<file path="src/rtl/qbf_pkg.sv">
// Shared types, constants and the weight table of the quadratic B-spline flattener.
// Used by every module of the block; has no dependencies of its own.
package qbf_pkg;

  // Coordinate and weight widths
  localparam int unsigned CoordW  = 16;
  localparam int unsigned WeightW = 10;
  localparam int unsigned StepW   = 4;

  // Steps within one window of three vertices
  localparam logic [StepW-1:0] FirstStep = 4'd0;
  localparam logic [StepW-1:0] LastStep  = 4'd9;

  // Blend arithmetic: weighted sum, magnitude and reciprocal product widths
  localparam int unsigned SumW       = 27;
  localparam int unsigned MagW       = 25;
  localparam int unsigned RecipW     = 26;
  localparam int unsigned ProdW      = MagW + RecipW;
  localparam int unsigned RecipShift = 35;
  localparam int unsigned QuotW      = 16;

  // Division by the weight scale: floor(2^35 / 1000), then one correction
  localparam logic [RecipW-1:0] RecipMul = 26'd34359738;
  localparam int unsigned       Scale    = 1000;
  localparam int unsigned       Round    = 500;

  // One control vertex or point
  typedef struct packed {
    logic signed [CoordW-1:0] x;
    logic signed [CoordW-1:0] y;
  } vertex_t;

  // Input item
  typedef struct packed {
    logic signed [CoordW-1:0] vertex_x;
    logic signed [CoordW-1:0] vertex_y;
    logic                     final_vertex;
  } in_item_t;

  // Result item
  typedef struct packed {
    logic signed [CoordW-1:0] step_x;
    logic signed [CoordW-1:0] step_y;
    logic                     is_absolute;
    logic                     run_end;
    logic                     curve_end;
  } out_item_t;

  // Work handed from the front to the back: one or two windows
  typedef struct packed {
    vertex_t a;
    vertex_t b;
    vertex_t c;
    logic    two_windows;     // second window is (b, c, c)
    logic    absolute_start;  // first point goes out as vertex a
    logic    curve_end;       // last point closes the curve
  } job_t;

  // Weight triple over the scale
  typedef struct packed {
    logic [WeightW-1:0] wa;
    logic [WeightW-1:0] wb;
    logic [WeightW-1:0] wc;
  } weights_t;

  // Fixed weights of the uniform quadratic basis, ten steps per window
  function automatic weights_t step_weights(logic [StepW-1:0] step);
    weights_t w;
    case (step)
      4'd0:    w = '{wa: 10'd500, wb: 10'd500, wc: 10'd0};
      4'd1:    w = '{wa: 10'd405, wb: 10'd590, wc: 10'd5};
      4'd2:    w = '{wa: 10'd320, wb: 10'd660, wc: 10'd20};
      4'd3:    w = '{wa: 10'd245, wb: 10'd710, wc: 10'd45};
      4'd4:    w = '{wa: 10'd180, wb: 10'd740, wc: 10'd80};
      4'd5:    w = '{wa: 10'd125, wb: 10'd750, wc: 10'd125};
      4'd6:    w = '{wa: 10'd80,  wb: 10'd740, wc: 10'd180};
      4'd7:    w = '{wa: 10'd45,  wb: 10'd710, wc: 10'd245};
      4'd8:    w = '{wa: 10'd20,  wb: 10'd660, wc: 10'd320};
      4'd9:    w = '{wa: 10'd5,   wb: 10'd590, wc: 10'd405};
      default: w = '{wa: 10'd0,   wb: 10'd0,   wc: 10'd0};
    endcase
    return w;
  endfunction

endpackage

</file>
<file path="src/rtl/qbf_front.sv">
// Front end: accepts control vertices, tracks the curve and forms window jobs.
// Depends on qbf_pkg.
module qbf_front (
  input  logic              clk_i,
  input  logic              rst_ni,
  input  logic              in_valid_i,
  output logic              in_stall_o,
  input  qbf_pkg::in_item_t in_item_i,
  input  logic              q_full_i,
  output logic              q_push_o,
  output qbf_pkg::job_t     q_job_o
);

  // Progress through the current curve
  typedef enum logic [2:0] {
    SeenNone = 3'b001,
    SeenOne  = 3'b010,
    SeenMany = 3'b100
  } seen_e;

  seen_e             seen_q, seen_d;
  qbf_pkg::vertex_t  older_q, older_d;
  qbf_pkg::vertex_t  newer_q, newer_d;
  qbf_pkg::vertex_t  vtx;
  logic              accept;

  assign in_stall_o = q_full_i;
  assign accept     = in_valid_i && !q_full_i;
  assign vtx        = '{x: in_item_i.vertex_x, y: in_item_i.vertex_y};

  // Classify the item and build its job
  always_comb begin
    seen_d   = seen_q;
    older_d  = older_q;
    newer_d  = newer_q;
    q_push_o = 1'b0;
    q_job_o  = '{a: older_q, b: newer_q, c: vtx, two_windows: in_item_i.final_vertex,
                 absolute_start: (seen_q == SeenOne), curve_end: in_item_i.final_vertex};
    if (accept) begin
      case (seen_q)
        SeenNone: begin
          // start of a curve: vertex doubled as front padding
          older_d = vtx;
          newer_d = vtx;
          if (in_item_i.final_vertex) begin
            q_push_o = 1'b1;
            q_job_o  = '{a: vtx, b: vtx, c: vtx, two_windows: 1'b0,
                         absolute_start: 1'b1, curve_end: 1'b1};
          end else begin
            seen_d = SeenOne;
          end
        end
        SeenOne, SeenMany: begin
          q_push_o = 1'b1;
          older_d  = newer_q;
          newer_d  = vtx;
          seen_d   = in_item_i.final_vertex ? SeenNone : SeenMany;
        end
        default: seen_d = SeenNone;
      endcase
    end
  end

  always_ff @(posedge clk_i or negedge rst_ni) begin
    if (!rst_ni) begin
      seen_q <= SeenNone;
    end else begin
      seen_q <= seen_d;
    end
  end

  // Held vertices; always written before read within a curve
  always_ff @(posedge clk_i) begin
    older_q <= older_d;
    newer_q <= newer_d;
  end

endmodule

</file>
<file path="config.mk">
export PLATFORM = sky130hd
export DESIGN_NAME = qbf_front
export DESIGN_NICKNAME = d
export VERILOG_FILES = /design/src/rtl/qbf_pkg.sv /design/src/rtl/qbf_front.sv
export SDC_FILE = /design/constraint.sdc
export NUM_CORES = 1
export LEC_CHECK = 0
export BUFFER_PORTS_ARGS = -buffer_cell sky130_fd_sc_hd__buf_2
export CORE_AREA = 2 2 87 97
export DETAILED_ROUTE_END_ITERATION = 10
export DIE_AREA = 0 0 89 99
export GPL_ROUTABILITY_DRIVEN = 0
export PLACE_DENSITY_LB_ADDON = 0.2
export SLEW_MARGIN = 25
export SYNTH_ARGS = -nofsm -noshare
export SYNTH_HDL_FRONTEND = slang
export SYNTH_SLANG_ARGS = --single-unit
</file>
<file path="constraint.sdc">
create_clock -name clk_i -period 3.4 [get_ports clk_i]
set_clock_uncertainty 0.15 [all_clocks]
set_input_delay 0.17 -clock clk_i [delete_from_list [all_inputs] [get_ports clk_i]]
set_output_delay 0.17 -clock clk_i [all_outputs]
set_load 0.01 [all_outputs]
</file>
# Word-level counts from Yosys, hierarchy flattened
# Index checks and enable logic that the tools add are counted.
[op_classes] n_eq_ne=4 n_mux=10 reduce_logical=8
[op_table] op="$mux W99" n=3
[op_table] op="$pmux W32 S2" n=1
[op_table] op="$mux W3" n=2
[op_table] op="$pmux W3 S2" n=1
[op_table] op="$reduce_and A2 Y1" n=3
[op_table] op="$eq A3 B1 Y1 const B" n=1
[op_table] op="$eq A3 B2 Y1 const B" n=1
[op_table] op="$eq A3 B3 Y1 const B" n=1
[op_table] op="$reduce_or A3 Y1" n=1
[op_table] op="$mux W1" n=2
[op_table] op="$ne A2 B2 Y1 const B" n=1
[op_table] op="$pmux W1 S2" n=1
[op_table] op="$reduce_bool A2 Y1" n=1
[op_table] op="$reduce_or A2 Y1" n=1
[op_table] op="$logic_and A1 B1 Y1" n=1
[op_table] op="$logic_not A1 Y1" n=1
[word_totals] reg_bits=67 in_bits=37 out_inout_bits=101 wordCells=27

# Longest topological paths before layout
[logic_depth] ltp_word=4 depth_mapped=6 mapped_depth_nobuf=3

# Worst setup path before layout
# OpenSTA, ideal clock, no wires.
[synth_timing] path_type="flip-flop to flip-flop" start="reg seen_q[0]" end="reg newer_q[0] (netlist name) (enable)" setup_ns=0.430 arrival_ns=2.354 required_time_ns=2.820 path_slack_ns=0.466 path_stages_with_launch=3 n_path_buf=0 period_less_slack_ns=2.934 path_cell_list="dfstp_2 > nor2b_4 > o311a_1"
[synth_between] elab_chain_cells=3 word_cells_on_any_way=5 classes_between="eq/ne (3); reduce/logical (2)"
[synth_lines] element="start: declaration" line_no="qbf_front.sv:21" source="seen_e seen_q, seen_d;"
[synth_lines] element="start signal: assignment" line_no="qbf_front.sv:66" source="seen_q <= SeenNone;"
[synth_lines] element="start signal: assignment" line_no="qbf_front.sv:68" source="seen_q <= seen_d;"
[synth_lines] element="$eq A3 B2 Y1 (tied with other cells)" line_no="qbf_front.sv:40" source="case (seen_q)"
[synth_lines] element="$reduce_or A3 Y1 (no line) (*)"
[synth_lines] element="$reduce_and A2 Y1 (no line) (*)"
[synth_lines] element="end signal: assignment" line_no="qbf_front.sv:75" source="newer_q <= newer_d;"
[synth_lines] element="end: declaration" line_no="qbf_front.sv:23" source="qbf_pkg::vertex_t newer_q, newer_d;"
# Mark *: on every way between the ends. The rest lies on a longest branch, timed or not.
# A chain may end at the register's enable or synchronous reset.

==> reports/summary.txt <==
Critical path class -> reg -> out
Setup TNS -> 0 ns
Yosys top cell area share -> 50.5%
PD cells -> 543 nW/um^2
Critical Path RT -> 3.08 ns
Sw Pwr -> 0.728 mW
Worst-skew pair later-pin latency -> 0.34 ns
Uppermost layer routed -> met4
Starting Density -> 48.6%
Mapped Avg Cell Area -> 16.4 sq um
Worst Hold Class -> in -> reg
Clock power frac -> 26.6%
Fmax -> 0.366 GHz
CTS root buf -> clkbuf_8
Die Ht -> 99 microns
Hpwl dp -> 4.75 mm
Post-Syn Instances -> 232
Met2 wire length -> 3.72 mm
Met3 Wirelength -> 413 microns
Ant diodes -> 0
Worst vdd ir -> 0.309 mV
Comb power frac -> 30.6%
Clk slew on worst S/H paths -> 0.07 ns
Chip width -> 89 microns
Fin crit share -> 80.5%
Crit path DAT -> 2.42 ns
Crit path capture type -> output pin
Nets -> 414
Syn nets -> 269
Post-synth top area cell -> edfxtp_1
Post-route DRC -> 0
Met1 WL -> 3.18 mm
Least-Margin Pin Slew -> 0.628 ns
Register area share after synthesis -> 52.5%
Post-synth cell types -> 28
Share of cells above drive strength 1 -> 67.8%
Post-CTS setup buffers -> 0
Sequential power share -> 42.8%
Ys Warns -> 0
RSZ-0062 raised after global routing -> false
H-tree lvl count -> 3
Relative slew slack -> 58.1%
Worst hold slack -> 0.0423 ns
Inst Count DP -> 438
CTS tree -> yes
Period minus WS final -> 2.74 ns
Clock Tree Buf Depth -> 2
Startpoint types -> flop
Die ar. -> 8810 sq um
Initial antenna violation count -> 0
Core area -> 7830 sq um
WL/cell -> 15.1 microns
Post-route ant nets -> 0
Synth Cell Area -> 3810 sq um
First-pass GRT wire length -> 11.2 mm
Place WS -> 1.02 ns
CTS sink count -> 67
Via count -> 2368
Ranking of synthesized cells by area -> edfxtp_1 50%, mux2_2 17%, mux2_4 15%
Rows -> 34
Max-slew violations -> 0
Fin cells -> 490
Vias per inst -> 4.83
Vias in the first global route -> 2331
Crit Path Max Fanout -> 39
Total Routing Usage GR -> 16.9%
# setup viols final -> 0
Net Sw Frac -> 27.7%
Max-cap viol count -> 0
Global route total overflow -> 0
Internal power -> 1.90 mW
Fin. Hold Viols -> 0
Largest net degree at the start of global routing -> 40
Num CTS Buffers -> 9
Static Leak -> 2.01 nW
Iter 0 DRT Violations -> 93
Area Growth Syn to Fin -> 27.3%
Hold_buf cts -> 36
Status -> finished clean
Final worst slack -> 0.664 ns
# resized after CTS -> 0
Port bufs -> 137
Drt pass-1 iters -> 4
IO Pins -> 138
Post-synthesis register bit count -> 67
Total Wirelength -> 7.40 mm
==> worst max-delay path, stage by stage (launching register included) <==
cell and delay, ns:
dfstp_2 0.60, nor2b_4 0.21, and3_4 0.20, buf_4 0.48, mux2_2 0.40, buf_2 0.14
==> sequential cells by signal, indices dropped and copies added (netlist names) <==
register,cells
newer_q,32
older_q,32
seen_q,3
==> kinds of logic after synthesis <==
family | synth area share [%]
DFF | 52.5
AOI/OAI and AO/OA | 1.81
xor gates and xnor gates | 0.230
buffers and inverters | 10.9
and+or+nand+nor | 2.43
muxes | 32.1
==> final timing paths <==
check / cells past startpoint / start / endpoint / slack [ns]
setup / recovery: 5 / seen_q[0]$_DFFE_PN1P_ / q_job_o[35] / 0.66
hold / removal: 3 / in_valid_i / seen_q[2]$_DFFE_PN0P_ / 0.04
setup reg to reg: 4 / seen_q[2]$_DFFE_PN0P_ / older_q[14]$_DFFE_PP_ / 1.10
hold reg to reg: 2 / seen_q[0]$_DFFE_PN1P_ / seen_q[0]$_DFFE_PN1P_ / 0.41
max in group asynchronous: 3 / rst_ni / seen_q[2]$_DFFE_PN0P_ / 2.41
min in group asynchronous: 2 / rst_ni / seen_q[0]$_DFFE_PN1P_ / 0.16
==> power by group through the flow <==
stage          logic [mW]  clock network [mW]  registers (mW)
6_report            0.804               0.701            1.13
2_1_floorplan       0.582                   0            1.13
3_5_place_dp        0.779                   0            1.15
5_1_grt             0.871               0.753            1.14
3_3_place_gp        0.766                   0            1.14
4_1_cts             0.817               0.718            1.13
==> final cells by class <==
class                           instances  area (sq um)
Fill cell                             658          2980
Timing Repair Buffer                  179          1100
Clock inverter                          7          82.6
Inverter                                1          3.75
Tap cell                              108           135
Multi-Input combinational cell        119          1400
Sequential cell                        67          2000
Clock buffer                            9           124
==> layer usage <==
layer,track usage (%),vias to the layer above
met1,20.6,1152
met4,6.89,0
li1,-,1130
met3,4.69,7
met2,28.0,79
met5,0,-
==> Yosys cell counts (all sizes together) <==
master	instances
mux2	96
edfxtp	64
buf	45
nor2b	3
o21ai	3
dfrtp	2
nand2	2
nor2	2
a211o	1
a21o	1
a21oi	1
a31oi	1
and3	1
dfstp	1
inv	1
nand2b	1
nor3	1
nor3b	1
o21bai	1
o311a	1
o41ai	1
or2b	1
xnor2	1
==> layout by cell type, fill, tap and decap left out, types with 2 or more instances in the layout <==
| master | netlist | final |
|---|---|---|
| buf_2 | 0 | 137 |
| buf_4 | 37 | 5 |
| bufinv_16 | 0 | 2 |
| clkbuf_8 | 0 | 9 |
| clkinv_1 | 0 | 2 |
| clkinv_2 | 0 | 3 |
| dfrtp_1 | 2 | 2 |
| dlygate4sd3_1 | 0 | 36 |
| edfxtp_1 | 64 | 64 |
| mux2_2 | 58 | 58 |
| mux2_4 | 38 | 38 |
| nand2_1 | 2 | 2 |
| nor2b_1 | 2 | 2 |
| o21ai_0 | 3 | 3 |
==> through the flow <==
step,utilization (%),total power [mW],cell area (sq um)
floorplan,-,1.71,3810
global placement,54.7,1.90,4280
detailed placement,54.7,1.92,4280
CTS,61.9,2.66,4850
global route,61.9,2.76,4850
finish,61.9,2.63,4850
Note: power is estimated with default switching activity, not from simulation.
