--- src/rtl/qbf_pkg.sv ---
// Shared types, constants and the weight table of the quadratic B-spline flattener.
// Used by every module of the block; has no dependencies of its own.
package qbf_pkg;

  // Coordinate and weight widths
  localparam int unsigned CoordW  = 16;
  localparam int unsigned WeightW = 10;
  localparam int unsigned StepW   = 4;

  // Steps within one window of three vertices
  localparam logic [StepW-1:0] FirstStep = 4'd0;
  localparam logic [StepW-1:0] LastStep  = 4'd9;

  // Blend arithmetic: weighted sum, magnitude and reciprocal product widths
  localparam int unsigned SumW       = 27;
  localparam int unsigned MagW       = 25;
  localparam int unsigned RecipW     = 26;
  localparam int unsigned ProdW      = MagW + RecipW;
  localparam int unsigned RecipShift = 35;
  localparam int unsigned QuotW      = 16;

  // Division by the weight scale: floor(2^35 / 1000), then one correction
  localparam logic [RecipW-1:0] RecipMul = 26'd34359738;
  localparam int unsigned       Scale    = 1000;
  localparam int unsigned       Round    = 500;

  // One control vertex or point
  typedef struct packed {
    logic signed [CoordW-1:0] x;
    logic signed [CoordW-1:0] y;
  } vertex_t;

  // Input item
  typedef struct packed {
    logic signed [CoordW-1:0] vertex_x;
    logic signed [CoordW-1:0] vertex_y;
    logic                     final_vertex;
  } in_item_t;

  // Result item
  typedef struct packed {
    logic signed [CoordW-1:0] step_x;
    logic signed [CoordW-1:0] step_y;
    logic                     is_absolute;
    logic                     run_end;
    logic                     curve_end;
  } out_item_t;

  // Work handed from the front to the back: one or two windows
  typedef struct packed {
    vertex_t a;
    vertex_t b;
    vertex_t c;
    logic    two_windows;     // second window is (b, c, c)
    logic    absolute_start;  // first point goes out as vertex a
    logic    curve_end;       // last point closes the curve
  } job_t;

  // Weight triple over the scale
  typedef struct packed {
    logic [WeightW-1:0] wa;
    logic [WeightW-1:0] wb;
    logic [WeightW-1:0] wc;
  } weights_t;

  // Fixed weights of the uniform quadratic basis, ten steps per window
  function automatic weights_t step_weights(logic [StepW-1:0] step);
    weights_t w;
    case (step)
      4'd0:    w = '{wa: 10'd500, wb: 10'd500, wc: 10'd0};
      4'd1:    w = '{wa: 10'd405, wb: 10'd590, wc: 10'd5};
      4'd2:    w = '{wa: 10'd320, wb: 10'd660, wc: 10'd20};
      4'd3:    w = '{wa: 10'd245, wb: 10'd710, wc: 10'd45};
      4'd4:    w = '{wa: 10'd180, wb: 10'd740, wc: 10'd80};
      4'd5:    w = '{wa: 10'd125, wb: 10'd750, wc: 10'd125};
      4'd6:    w = '{wa: 10'd80,  wb: 10'd740, wc: 10'd180};
      4'd7:    w = '{wa: 10'd45,  wb: 10'd710, wc: 10'd245};
      4'd8:    w = '{wa: 10'd20,  wb: 10'd660, wc: 10'd320};
      4'd9:    w = '{wa: 10'd5,   wb: 10'd590, wc: 10'd405};
      default: w = '{wa: 10'd0,   wb: 10'd0,   wc: 10'd0};
    endcase
    return w;
  endfunction

endpackage

--- src/rtl/qbf_queue.sv ---
// Short job queue between front and back end.
// Depends on qbf_pkg for the job type.
module qbf_queue #(
  parameter int unsigned Depth = 2
) (
  input  logic          clk_i,
  input  logic          rst_ni,
  input  logic          push_i,
  input  qbf_pkg::job_t push_data_i,
  output logic          full_o,
  output logic          valid_o,
  output qbf_pkg::job_t data_o,
  input  logic          pop_i
);

  localparam int unsigned PtrW = (Depth > 1) ? $clog2(Depth) : 1;
  localparam int unsigned CntW = $clog2(Depth + 1);

  qbf_pkg::job_t   mem_q [Depth];
  logic [PtrW-1:0] wr_ptr_q, rd_ptr_q;
  logic [CntW-1:0] count_q;
  logic            do_push, do_pop;

  assign full_o  = (count_q == CntW'(Depth));
  assign valid_o = (count_q != '0);
  assign data_o  = mem_q[rd_ptr_q];
  assign do_push = push_i && !full_o;
  assign do_pop  = pop_i && valid_o;

  function automatic logic [PtrW-1:0] next_ptr(logic [PtrW-1:0] p);
    return (p == PtrW'(Depth - 1)) ? '0 : p + 1'b1;
  endfunction

  // Pointers and fill count
  always_ff @(posedge clk_i or negedge rst_ni) begin
    if (!rst_ni) begin
      wr_ptr_q <= '0;
      rd_ptr_q <= '0;
      count_q  <= '0;
    end else begin
      if (do_push) wr_ptr_q <= next_ptr(wr_ptr_q);
      if (do_pop)  rd_ptr_q <= next_ptr(rd_ptr_q);
      if (do_push && !do_pop) begin
        count_q <= count_q + 1'b1;
      end else if (do_pop && !do_push) begin
        count_q <= count_q - 1'b1;
      end
    end
  end

  // Storage
  always_ff @(posedge clk_i) begin
    if (do_push) mem_q[wr_ptr_q] <= push_data_i;
  end

endmodule

--- config.mk ---
export PLATFORM = sky130hd
export DESIGN_NAME = qbf_queue
export DESIGN_NICKNAME = d
export VERILOG_FILES = /design/src/rtl/qbf_pkg.sv /design/src/rtl/qbf_queue.sv
export SDC_FILE = /design/constraint.sdc
export NUM_CORES = 1
export LEC_CHECK = 0
export BUFFER_PORTS_ARGS = -buffer_cell sky130_fd_sc_hd__clkbuf_2
export CAP_MARGIN = 20
export CORE_ASPECT_RATIO = 0.8
export CORE_MARGIN = 4
export CORE_UTILIZATION = 50
export DETAILED_ROUTE_END_ITERATION = 6
export PLACE_DENSITY = 0.76
export SYNTH_ARGS = -nofsm -noshare
export SYNTH_HDL_FRONTEND = slang
export SYNTH_SLANG_ARGS = --single-unit
--- constraint.sdc ---
create_clock -name clk_i -period 7.5 [get_ports clk_i]
set_clock_uncertainty 0.05 [all_clocks]
set_input_delay 1.5 -clock clk_i [delete_from_list [all_inputs] [get_ports clk_i]]
set_output_delay 1.5 -clock clk_i [all_outputs]
set_load 0.01 [all_outputs]
# Yosys cells after proc, flatten, opt, wreduce, memory -nomap -nowiden
# Memories as Yosys holds them, arrays and structs flattened.
# Cells that the tools add are included.
[totals] ff_bits=4 mem_bits_rw=198 input_bits=103 output_inout_bits=101 word_cells=24 memories=1
[op_classes] add_sub_neg=4 n_eq_ne=1 muxes=6 n_reduce_logical=9
[mem_list] name="mem_q" words=2 width=99 read_ports=1 rd_ports_with_merged_regs=0 wr=1 line_no="qbf_queue.sv:19" source="qbf_pkg::job_t mem_q [Depth];"
[ops] operator="$logic_and A1 B1 Y1" n=4
[ops] operator="$mux W1" n=4
[ops] operator="$mux W2" n=2
[ops] operator="$reduce_bool A2 Y1" n=2
[ops] operator="$logic_not A1 Y1" n=3
[ops] operator="$add A1 B1 Y1 const B" n=2
[ops] operator="$add A2 B1 Y2 const B" n=1
[ops] operator="$eq A2 B2 Y1 const B" n=1
[ops] operator="$sub A2 B1 Y2 const B" n=1

# Longest topological paths before layout
# Gate-level depths: netlist (run 1).
[logic_depth] ltp_word=7 mapped_depth=7 ltp_nobuf=7

# Least setup slack after synthesis (run 1)
# No wires, ideal clock.
[synth_timing] path_kind="input -> register" from="in push_i" to="mem mem_q[0][0] (netlist name) (enable)" arrival_time_ns=5.710 setup_slack_ns=1.183 cell_stages=2 path_buffers=0 cell_sequence="nand2_1 -> nor2_1"
[synth_between] elab_chain_cells=3
[synth_rtl] item="start, declared" line_no="qbf_queue.sv:8" source="input logic push_i,"
[synth_rtl] item="$logic_and A1 B1 Y1" line_no="qbf_queue.sv:27" source="assign do_push = push_i && !full_o;"
[synth_rtl] item="$mux W1" line_no="qbf_queue.sv:53" source="if (do_push) mem_q[wr_ptr_q] <= push_data_i;"
[synth_rtl] item="$mux W1 (not written as such)" line_no="qbf_queue.sv:53"
[synth_rtl] item="end, declared" line_no="qbf_queue.sv:19"
# No other way between the ends.

==> impl_metrics.toml, run 1 <==
[critical_path]
reg2reg_depth = 5
r2r-end = "mem_q[0][8]$_DFFE_PP_"
cp_data_arrival_time_ns = 2.91
path_class = "reg2out"
reg2reg_slack_ns = 5.01
worstSetupStartpointType = "flop"
reg2reg_from = "count_q[0]$_DFFE_PN0P_"
worstPathRequired_ns = 5.95
critPathMaxFanout = 53
worst_setup_path_end_kind = "primary output"

[timing]
hold_viol = 0
setup_ws_ns = 3.042
slew_headroom_pct = 35.83
grt_setup_unrepaired = "false"
fin_crit_ns = 4.458
setup_viol = 0
maxSlewViolCount = 0
holdWs_ns = 0.4446
worst_slew_pin_slew_ns = 0.9625
max_freq_mhz = 224.3
min_period_over_period_pct = 59.44
setup-tns-final_ns = 0

[clocking]
cts_tree = "yes"
cts_buffers = 21
clock_latency_ns = 0.48
cts_root_buf = "clkbuf_16"
cts_sinks = 202
cts.clk_slew.worst_paths_ns = 0.06
h-tree-depth = 1
cts_buffer_depth = 3
post-cts-setup-buffer-count = 0
cts.hold.buffers_added = 0
cts_resized = 0

[detailed_routing]
route.detailed.drc = 0
vias_per_cell = 4.870
dr_wl_met2_mm = 5.988
vias = 3755
wl_met3_mm = 1.615
detail_route.wl_per_cell_um = 17.65
initialDrtViolationCount = 198
wl_mm = 13.61
top_layer_used = "met4"
first_pass_iters = 6
ant_nets = 0
wl_met1_mm = 5.769

[logic_synthesis]
synth_area_mm2 = 0.007844
syn_inst = 327
yosysSeqAreaShare_pct = 77.08
yosysUniqueCellTypes = 15
avgSynthCellArea_um2 = 23.99
synth_nets = 431
synth_seq_cells = 202
ys_warn_count = 0

[run]
maxCapViolations = 0

[placed_design]
dp_hpwl_mm = 9.190
portBuffers = 203
pre_cts_slack_ns = 3.496
gp_congestion = 0.7271

[pwr]
switching_share_pct = 28.20
p_comb_share_pct = 30.6
p_clk_share_pct = 25.5
p_switching_uw = 1080
power.density_mw_per_mm2 = 398.2
internal_power_uw = 2749
seq_power_share_pct = 43.9
power_leakage_uw = 0.003941
peakVddDrop_mv = 0.2606

[die]
dieArea_mm2 = 0.01777
rows = 40
chipWidth_um = 148.0
die_h_um = 120.0
core_region_area_mm2 = 0.01521
initial_core_util_pct = 51.55
ioPinCount = 204

[min_path]
hold_path_end = "count_q[1]$_DFFE_PN0P_"
worstHoldStart = "count_q[1]$_DFFE_PN0P_"
hold_depth = 1
hp-class = "reg2reg"

[cells_and_area]
fill_cells = 1087
regArea_mm2 = 0.006050
insertedDiodeCount = 0
multi_input_area_mm2 = 0.001592
syn_to_final_growth_pct = 22.57
drive_gt1_share_pct = 60.78
fin_nets = 650

[global_route]
grt-ovfl-total = 0
antenna_found_initial = 0
grt_pass1_vias = 3950
grt_max_degree = 71
grt_usage_pct = 14.99
grt_pass1_wl_mm = 21.00

[outcome]
status = "completed"
-- worst max path at each step --
stage	from	slack [ns]	to
after global placement	rd_ptr_q$_DFFE_PN0P_	3.50	data_o[16]
after CTS	rd_ptr_q$_DFFE_PN0P_	2.96	data_o[47]
after floorplan	push_i	1.18	mem_q[0][0]$_DFFE_PP_
final	rd_ptr_q$_DFFE_PN0P_	3.04	data_o[6]
after global routing	rd_ptr_q$_DFFE_PN0P_	2.89	data_o[47]
after detailed placement	rd_ptr_q$_DFFE_PN0P_	3.50	data_o[47]
-- flip-flops by register name (all words and copies together) (netlist names) --
name,flops
rd_ptr_q,1
count_q,2
wr_ptr_q,1
mem_q,198
-- area by class of cell --
type	count	share of cell area (%)
Sequential cell	202	62.92
Timing Repair Buffer	207	10.88
Tap cell	210	2.733
Clock buffer	25	5.622
Inverter	2	0.07808
Multi-Input combinational cell	112	16.55
Clock inverter	13	1.210
-- per-layer routing --
metal | track usage [%] | up-vias
met3 | 6.984 | 21
met5 | 0 | -
met2 | 22.73 | 164
met4 | 3.578 | 0
li1 | - | 1739
met1 | 19.86 | 1831
-- cell usage after synthesis --
cell	number	share of area (%)
edfxtp_1	198	76
mux2_4	99	19
buf_12	10	2.6
dfrtp_1	4	1.3
xnor2_1	3	0.34
inv_1	2	0.096
nor2_1	2	0.096
xor2_1	2	0.22
and3_1	1	0.080
buf_6	1	0.14
ha_1	1	0.16
nand2_1	1	0.048
nand2_2	1	0.080
nand2b_1	1	0.080
or2_2	1	0.080
-- cells in the final DEF, fill, tap and decap left out --
master,synthesis,final
clkbuf_2,0,203
edfxtp_1,198,198
mux2_4,99,99
clkbuf_16,0,21
clkinv_2,0,5
clkinv_1,0,4
clkbuf_1,0,4
buf_4,0,4
xnor2_1,3,3
dfrtp_1,4,3
inv_1,2,2
xor2_1,2,2
bufinv_16,0,2
or2_2,1,1
nand2b_1,1,1
nand2_2,1,1
nand2_1,1,1
and3_4,0,1
nor2_4,0,1
nor2_1,2,1
ha_1,1,1
inv_6,0,1
clkinvlp_4,0,1
dfrtp_4,0,1
-- cells by family (layout without fill, tap and decap cells) --
family | Yosys count | in the layout | share of synthesized area, %
XOR/XNOR | 5 | 5 | 0.5584
adder cells (fa/ha/maj) | 1 | 1 | 0.1595
AND/OR/NAND/NOR | 7 | 7 | 0.4628
multiplexers | 99 | 99 | 18.95
buffers and inverters | 13 | 247 | 2.792
flip-flops | 202 | 202 | 77.08
-- stage by stage --
stage | instances | util (%) | cell area (µm²) | power [µW]
floorplan | 327 | - | 7844 | 2609
global placement | 733 | 58.87 | 8957 | 2876
detailed placement | 733 | 58.87 | 8957 | 2899
CTS | 771 | 63.19 | 9614 | 3884
global route | 771 | 63.19 | 9614 | 4018
finish | 771 | 63.19 | 9614 | 3829
-- power groups by stage --
stage                     combinational [µW]  sequential [µW]  clock [µW]
after floorplan                          962             1650           0
after global placement                  1180             1690           0
after detailed placement                1190             1710           0
after CTS                               1200             1690        1000
after global routing                    1260             1710        1050
final                                   1170             1680         975
-- worst max-delay path, cell delays in order (launching register included) --
cell      delay [ns]
dfrtp_4         1.01
buf_4           0.86
mux2_4          0.36
clkbuf_2        0.13
Power figures use the tool's default switching activity.
==> inputs of run 2 (changes only) <==
--- a/config.mk
+++ b/config.mk
@@ -9,9 +9,9 @@
 export CAP_MARGIN = 20
 export CORE_ASPECT_RATIO = 0.8
 export CORE_MARGIN = 4
-export CORE_UTILIZATION = 50
+export CORE_UTILIZATION = 47
 export DETAILED_ROUTE_END_ITERATION = 6
-export PLACE_DENSITY = 0.76
+export PLACE_DENSITY = 0.75
 export SYNTH_ARGS = -nofsm -noshare
 export SYNTH_HDL_FRONTEND = slang
 export SYNTH_SLANG_ARGS = --single-unit
==> constraint.sdc (replaced) <==
create_clock -name clk_i -period 4.1 [get_ports clk_i]
set_clock_uncertainty 0.05 [all_clocks]
set_input_delay 0.82 -clock clk_i [delete_from_list [all_inputs] [get_ports clk_i]]
set_output_delay 0.82 -clock clk_i [all_outputs]
set_load 0.01 [all_outputs]
==> run 2 against run 1 <==
  * Global-route usage down 1.2 points
  * Critical path depth unchanged
  * Register-to-register slack worse by 3.0 ns
  * Count of clock-buffer cells in the layout up 3
==> impl_metrics.toml, run 2 (synthesis results as in run 1) <==
[critical_path]
cp_data_arrival_time_ns = 2.37
path_class = "reg2out"
startpoint = "rd_ptr_q$_DFFE_PN0P_"
worst_setup_path_end_kind = "primary output"
reg2reg_depth = 3
r2r-end = "mem_q[1][70]$_DFFE_PP_"
crit_end = "data_o[78]"
critPathMaxFanout = 35
worstPathRequired_ns = 3.23
worstSetupStartpointType = "flop"
reg2reg_from = "count_q[0]$_DFFE_PN0P_"
reg2reg_slack_ns = 2.05

[detailed_routing]
first_pass_iters = 4
detail_route.wl_per_cell_um = 17.51
ant_nets = 0
initialDrtViolationCount = 129
vias_per_cell = 4.782
vias = 3701
route.detailed.drc = 0
wl_mm = 13.55

[cells_and_area]
largest_register_ffs = 198
fin_area_mm2 = 0.009651
fin_nets = 651
final_util_pct = 60.10
drive_gt1_share_pct = 60.64
final_cell_mix = "clkbuf_2 (203), edfxtp_1 (198), mux2_4 (99)"
regArea_mm2 = 0.006050
insertedDiodeCount = 0
syn_to_final_growth_pct = 23.03
multi_input_area_mm2 = 0.001592
fill_cells = 1152
regMostFlops = "mem_q"
mostFrequentLayoutCell = "clkbuf_2"
largestRegisters = "mem_q (198), count_q (2)"

[timing]
max_freq_mhz = 309.1
setup_ws_ns = 0.8644
fin_crit_ns = 3.236
min_period_over_period_pct = 78.92
slew_headroom_pct = 52.06
grt_setup_unrepaired = "false"
hold_viol = 0
setup-tns-final_ns = 0
maxSlewViolCount = 0
worst_slew_pin_slew_ns = 0.7191
setup_viol = 0
holdWs_ns = 0.08756

[pwr]
peakVddDrop_mv = 0.5262
internal_power_uw = 5052
seq_power_share_pct = 43.3
p_clk_share_pct = 25.6
switching_share_pct = 28.16
power.density_mw_per_mm2 = 728.7
power_leakage_uw = 0.003945
p_comb_share_pct = 31.1
p_switching_uw = 1980

[die]
chipWidth_um = 152.4
core_region_area_mm2 = 0.01606
ioPinCount = 204
rows = 41
die_h_um = 123.5
initial_core_util_pct = 48.85
dieArea_mm2 = 0.01883

[clocking]
clock_latency_ns = 0.48
cts_tree = "yes"
post-cts-setup-buffer-count = 0
cts_resized = 0
cts.hold.buffers_added = 0
cts_buffer_depth = 3
cts.clk_slew.worst_paths_ns = 0.06
h-tree-depth = 1
cts_buffers = 21
cts_sinks = 202
cts_root_buf = "clkbuf_16"

[global_route]
grt_pass1_wl_mm = 20.44
grt_pass1_vias = 3809
grt-ovfl-total = 0
antenna_found_initial = 0
grt_max_degree = 52
grt_usage_pct = 13.79

[outcome]
status = "completed"

[placed_design]
dp_hpwl_mm = 9.236
pre_cts_slack_ns = 1.348
place_area_mm2 = 0.008996
gp_congestion = 0.7497
portBuffers = 203

[min_path]
hp-class = "in2async"

[run]
maxCapViolations = 0
[run 2: power by group through the flow]
stage	Clock [µW]	Combinational (µW)	Sequential, µW
floorplan	0	1760	2990
global placement	0	2190	3070
detailed placement	0	2230	3100
CTS	1850	2240	3050
global route	1960	2350	3090
finish	1800	2190	3040
[run 2: how the worst min path moves through the flow]
stage	endpoint	startpoint	depth (start not counted)
floorplan	count_q[1]$_DFFE_PN0P_	count_q[1]$_DFFE_PN0P_	1
global placement	count_q[1]$_DFFE_PN0P_	count_q[1]$_DFFE_PN0P_	1
detailed placement	count_q[1]$_DFFE_PN0P_	count_q[1]$_DFFE_PN0P_	1
CTS	count_q[1]$_DFFE_PN0P_	rst_ni	1
global route	count_q[1]$_DFFE_PN0P_	rst_ni	1
finish	count_q[1]$_DFFE_PN0P_	rst_ni	1
[run 2: critical path, stage by stage, from the launching register on]
cell and delay, ns:
dfrtp_4 0.88, buf_4 0.48, mux2_4 0.34, clkbuf_2 0.14
[run 2: final cells by class]
cell class	count	share of cell area, %
Sequential cell	202	62.69
Tap cell	215	2.788
Multi-Input combinational cell	112	16.49
Clock inverter	7	0.9594
Inverter	2	0.07779
Timing Repair Buffer	208	11.18
Clock buffer	28	5.821
[run 2: routing by layer]
layer / GRT usage (%) / wire length, µm
met1: 18.23 / 5773
met2: 21.67 / 6162
met4: 3.840 / 360
met5: 0 / 0
met3: 5.318 / 1253
[run 2: metrics by stage]
step,total power [µW],cells
2_1_floorplan,4756,327
3_3_place_gp,5265,739
3_5_place_dp,5323,739
4_1_cts,7142,774
5_1_grt,7403,774
6_report,7032,774
==> inputs of run 3 (changes only) <==
--- a/config.mk
+++ b/config.mk
@@ -9,9 +9,9 @@
 export CAP_MARGIN = 20
 export CORE_ASPECT_RATIO = 0.8
 export CORE_MARGIN = 4
-export CORE_UTILIZATION = 47
+export CORE_UTILIZATION = 50
 export DETAILED_ROUTE_END_ITERATION = 6
-export PLACE_DENSITY = 0.75
+export PLACE_DENSITY = 0.76
 export SYNTH_ARGS = -nofsm -noshare
 export SYNTH_HDL_FRONTEND = slang
 export SYNTH_SLANG_ARGS = --single-unit
==> constraint.sdc (replaced) <==
create_clock -name clk_i -period 3.4 [get_ports clk_i]
set_clock_uncertainty 0.05 [all_clocks]
set_input_delay 0.68 -clock clk_i [delete_from_list [all_inputs] [get_ports clk_i]]
set_output_delay 0.68 -clock clk_i [all_outputs]
set_load 0.01 [all_outputs]
==> run 3 against run 2 <==
  * Design area down 0.52%
  * Sequential share of layout area up 0.33 points
  * Critical endpoint is now data_o[21]
  * Sequential cell count unchanged
  * Sequential power up 20%
  * Routed wire length up 2.4%
  * Non-clock buffer count increased by 1
  * First-iteration DRC count rose by 29%
  * Register-to-register slack got worse by 0.58 ns
  * Cell count down 1.2%
  * Largest power group unchanged
==> impl_metrics.toml, run 3 (synthesis results as in run 1) <==
[placed_design]
gp_congestion = 0.7435
dp_hpwl_mm = 9.403
place_area_mm2 = 0.009002
portBuffers = 203

[timing]
setup_viol = 0
slew_headroom_pct = 47.89
max_freq_mhz = 350.0
grt_setup_unrepaired = "false"
setup-tns-final_ns = 0
fin_crit_ns = 2.857
maxSlewViolCount = 0
min_period_over_period_pct = 84.04
hold_viol = 0
worst_slew_pin_slew_ns = 0.7817

[min_path]
hold_depth = 1
worstHoldStart = "push_data_i[4]"
hp-class = "in2reg"
hold_path_end = "mem_q[1][4]$_DFFE_PP_"

[critical_path]
r2r-end = "mem_q[0][39]$_DFFE_PP_"
worstPathRequired_ns = 2.67
critPathMaxFanout = 39
cpPeakStageDelay_ns = 0.77
reg2reg_slack_ns = 1.47
cp_data_arrival_time_ns = 2.13
reg2reg_from = "count_q[0]$_DFFE_PN0P_"
cp_slowest_cell = "dfrtp_4"
path_class = "reg2out"
reg2reg_depth = 4
worst_setup_path_end_kind = "primary output"
path_cells = "buf_12 > mux2_4 > clkbuf_2"
worstSetupStartpointType = "flop"

[clocking]
cts_root_buf = "clkbuf_16"
cts_buffers = 20
cts.clk_slew.worst_paths_ns = 0.06
h-tree-depth = 1
cts_tree = "yes"
cts_resized = 0
cts_buffer_depth = 3
clock_latency_ns = 0.47
cts_sinks = 202

[global_route]
grt_pass1_vias = 3956
grt-ovfl-total = 0
grt_pass1_wl_mm = 21.49
antenna_found_initial = 0
grt_usage_pct = 15.37
grt_max_degree = 94

[detailed_routing]
detail_route.wl_per_cell_um = 18.13
vias_per_cell = 4.876
wl_mm = 13.87
initialDrtViolationCount = 167
route.detailed.drc = 0
first_pass_iters = 4
vias = 3730
ant_nets = 0

[cells_and_area]
mostFrequentLayoutCell = "clkbuf_2"
regMostFlops = "mem_q"
syn_to_final_growth_pct = 22.40
drive_gt1_share_pct = 60.54
insertedDiodeCount = 0
fin_nets = 651
largest_register_ffs = 198
fin_area_mm2 = 0.009600
final_cell_mix = "clkbuf_2 (203), edfxtp_1 (198), mux2_4 (99)"
largestRegisters = "mem_q (198), count_q (2)"
final_util_pct = 63.10

[run]
maxCapViolations = 0

[pwr]
power.density_mw_per_mm2 = 868.3
power_leakage_uw = 0.003929
peakVddDrop_mv = 0.5644

[die]
ioPinCount = 204
rows = 40
core_region_area_mm2 = 0.01521
chipWidth_um = 148.0
initial_core_util_pct = 51.55
die_h_um = 120.0
dieArea_mm2 = 0.01777

[outcome]
status = "completed"
-- run 3: cell count changes in the layout (fill, tap and decap cells not counted), sizes merged --
cell	delta
clkinvlp	-1
dlygate4sd3	+1
inv	-2
clkbuf	-4
clkinv	+3
bufinv	-1
-- run 3: critical path: cells and delay by family (launching register included) --
kind	cells	cell delay (ns)
buffers and inverters	2	0.48
flip-flops	1	0.77
multiplexers	1	0.34
-- run 3: stage by stage --
stage | power, µW | worst slack, ns | hold slack, ns | cells
floorplan | 5708 | 0.6664 | 0.3344 | 327
global placement | 6380 | 1.040 | 0.4229 | 734
detailed placement | 6437 | 1.022 | 0.4499 | 734
CTS | 8471 | 0.4980 | 0.3188 | 765
global route | 8770 | 0.4532 | 0.3169 | 765
finish | 8336 | 0.5427 | 0.3414 | 765
-- run 3: worst max-delay path by stage --
stage                               startpoint                    end  slack, ns  cells past startpoint
after CTS                 rd_ptr_q$_DFFE_PN0P_             data_o[71]       0.50                      3
final                     rd_ptr_q$_DFFE_PN0P_             data_o[21]       0.54                      3
after global routing      rd_ptr_q$_DFFE_PN0P_             data_o[36]       0.45                      3
after floorplan                         push_i  mem_q[0][0]$_DFFE_PP_       0.67                      2
after detailed placement  rd_ptr_q$_DFFE_PN0P_             data_o[32]       1.02                      3
after global placement    rd_ptr_q$_DFFE_PN0P_             data_o[32]       1.04                      3
-- run 3: timing repair --
action	4_1_cts	5_1_grt
buffers inserted	0	0
hold endpoints to repair	4	0
hold buffers	1	0
-- run 3: layout make-up --
type                    instances  area (µm²)
multi-input cells             112        1592
repair buffers                209        1101
inverters                       2       7.507
fillers                      1109        5614
clock buffers                  24       536.8
flip-flops and latches        202        6050
well taps                     210       262.8
clock inverters                 6       51.30
-- run 3: power breakdown --
group | total, µW | internal, µW | switching, µW
combinational | 2680 | 1380 | 1290
sequential | 3650 | 3410 | 236
clock | 2010 | 1180 | 826
-- run 3: per-layer routing --
| layer | vias to the layer above | routed length (µm) | GRT usage, % |
|---|---|---|---|
| li1 | 1733 | - | - |
| met1 | 1812 | 5427 | 18.86 |
| met2 | 166 | 6774 | 25.98 |
| met3 | 19 | 1449 | 6.304 |
| met4 | 0 | 221 | 2.943 |
| met5 | - | 0 | 0 |
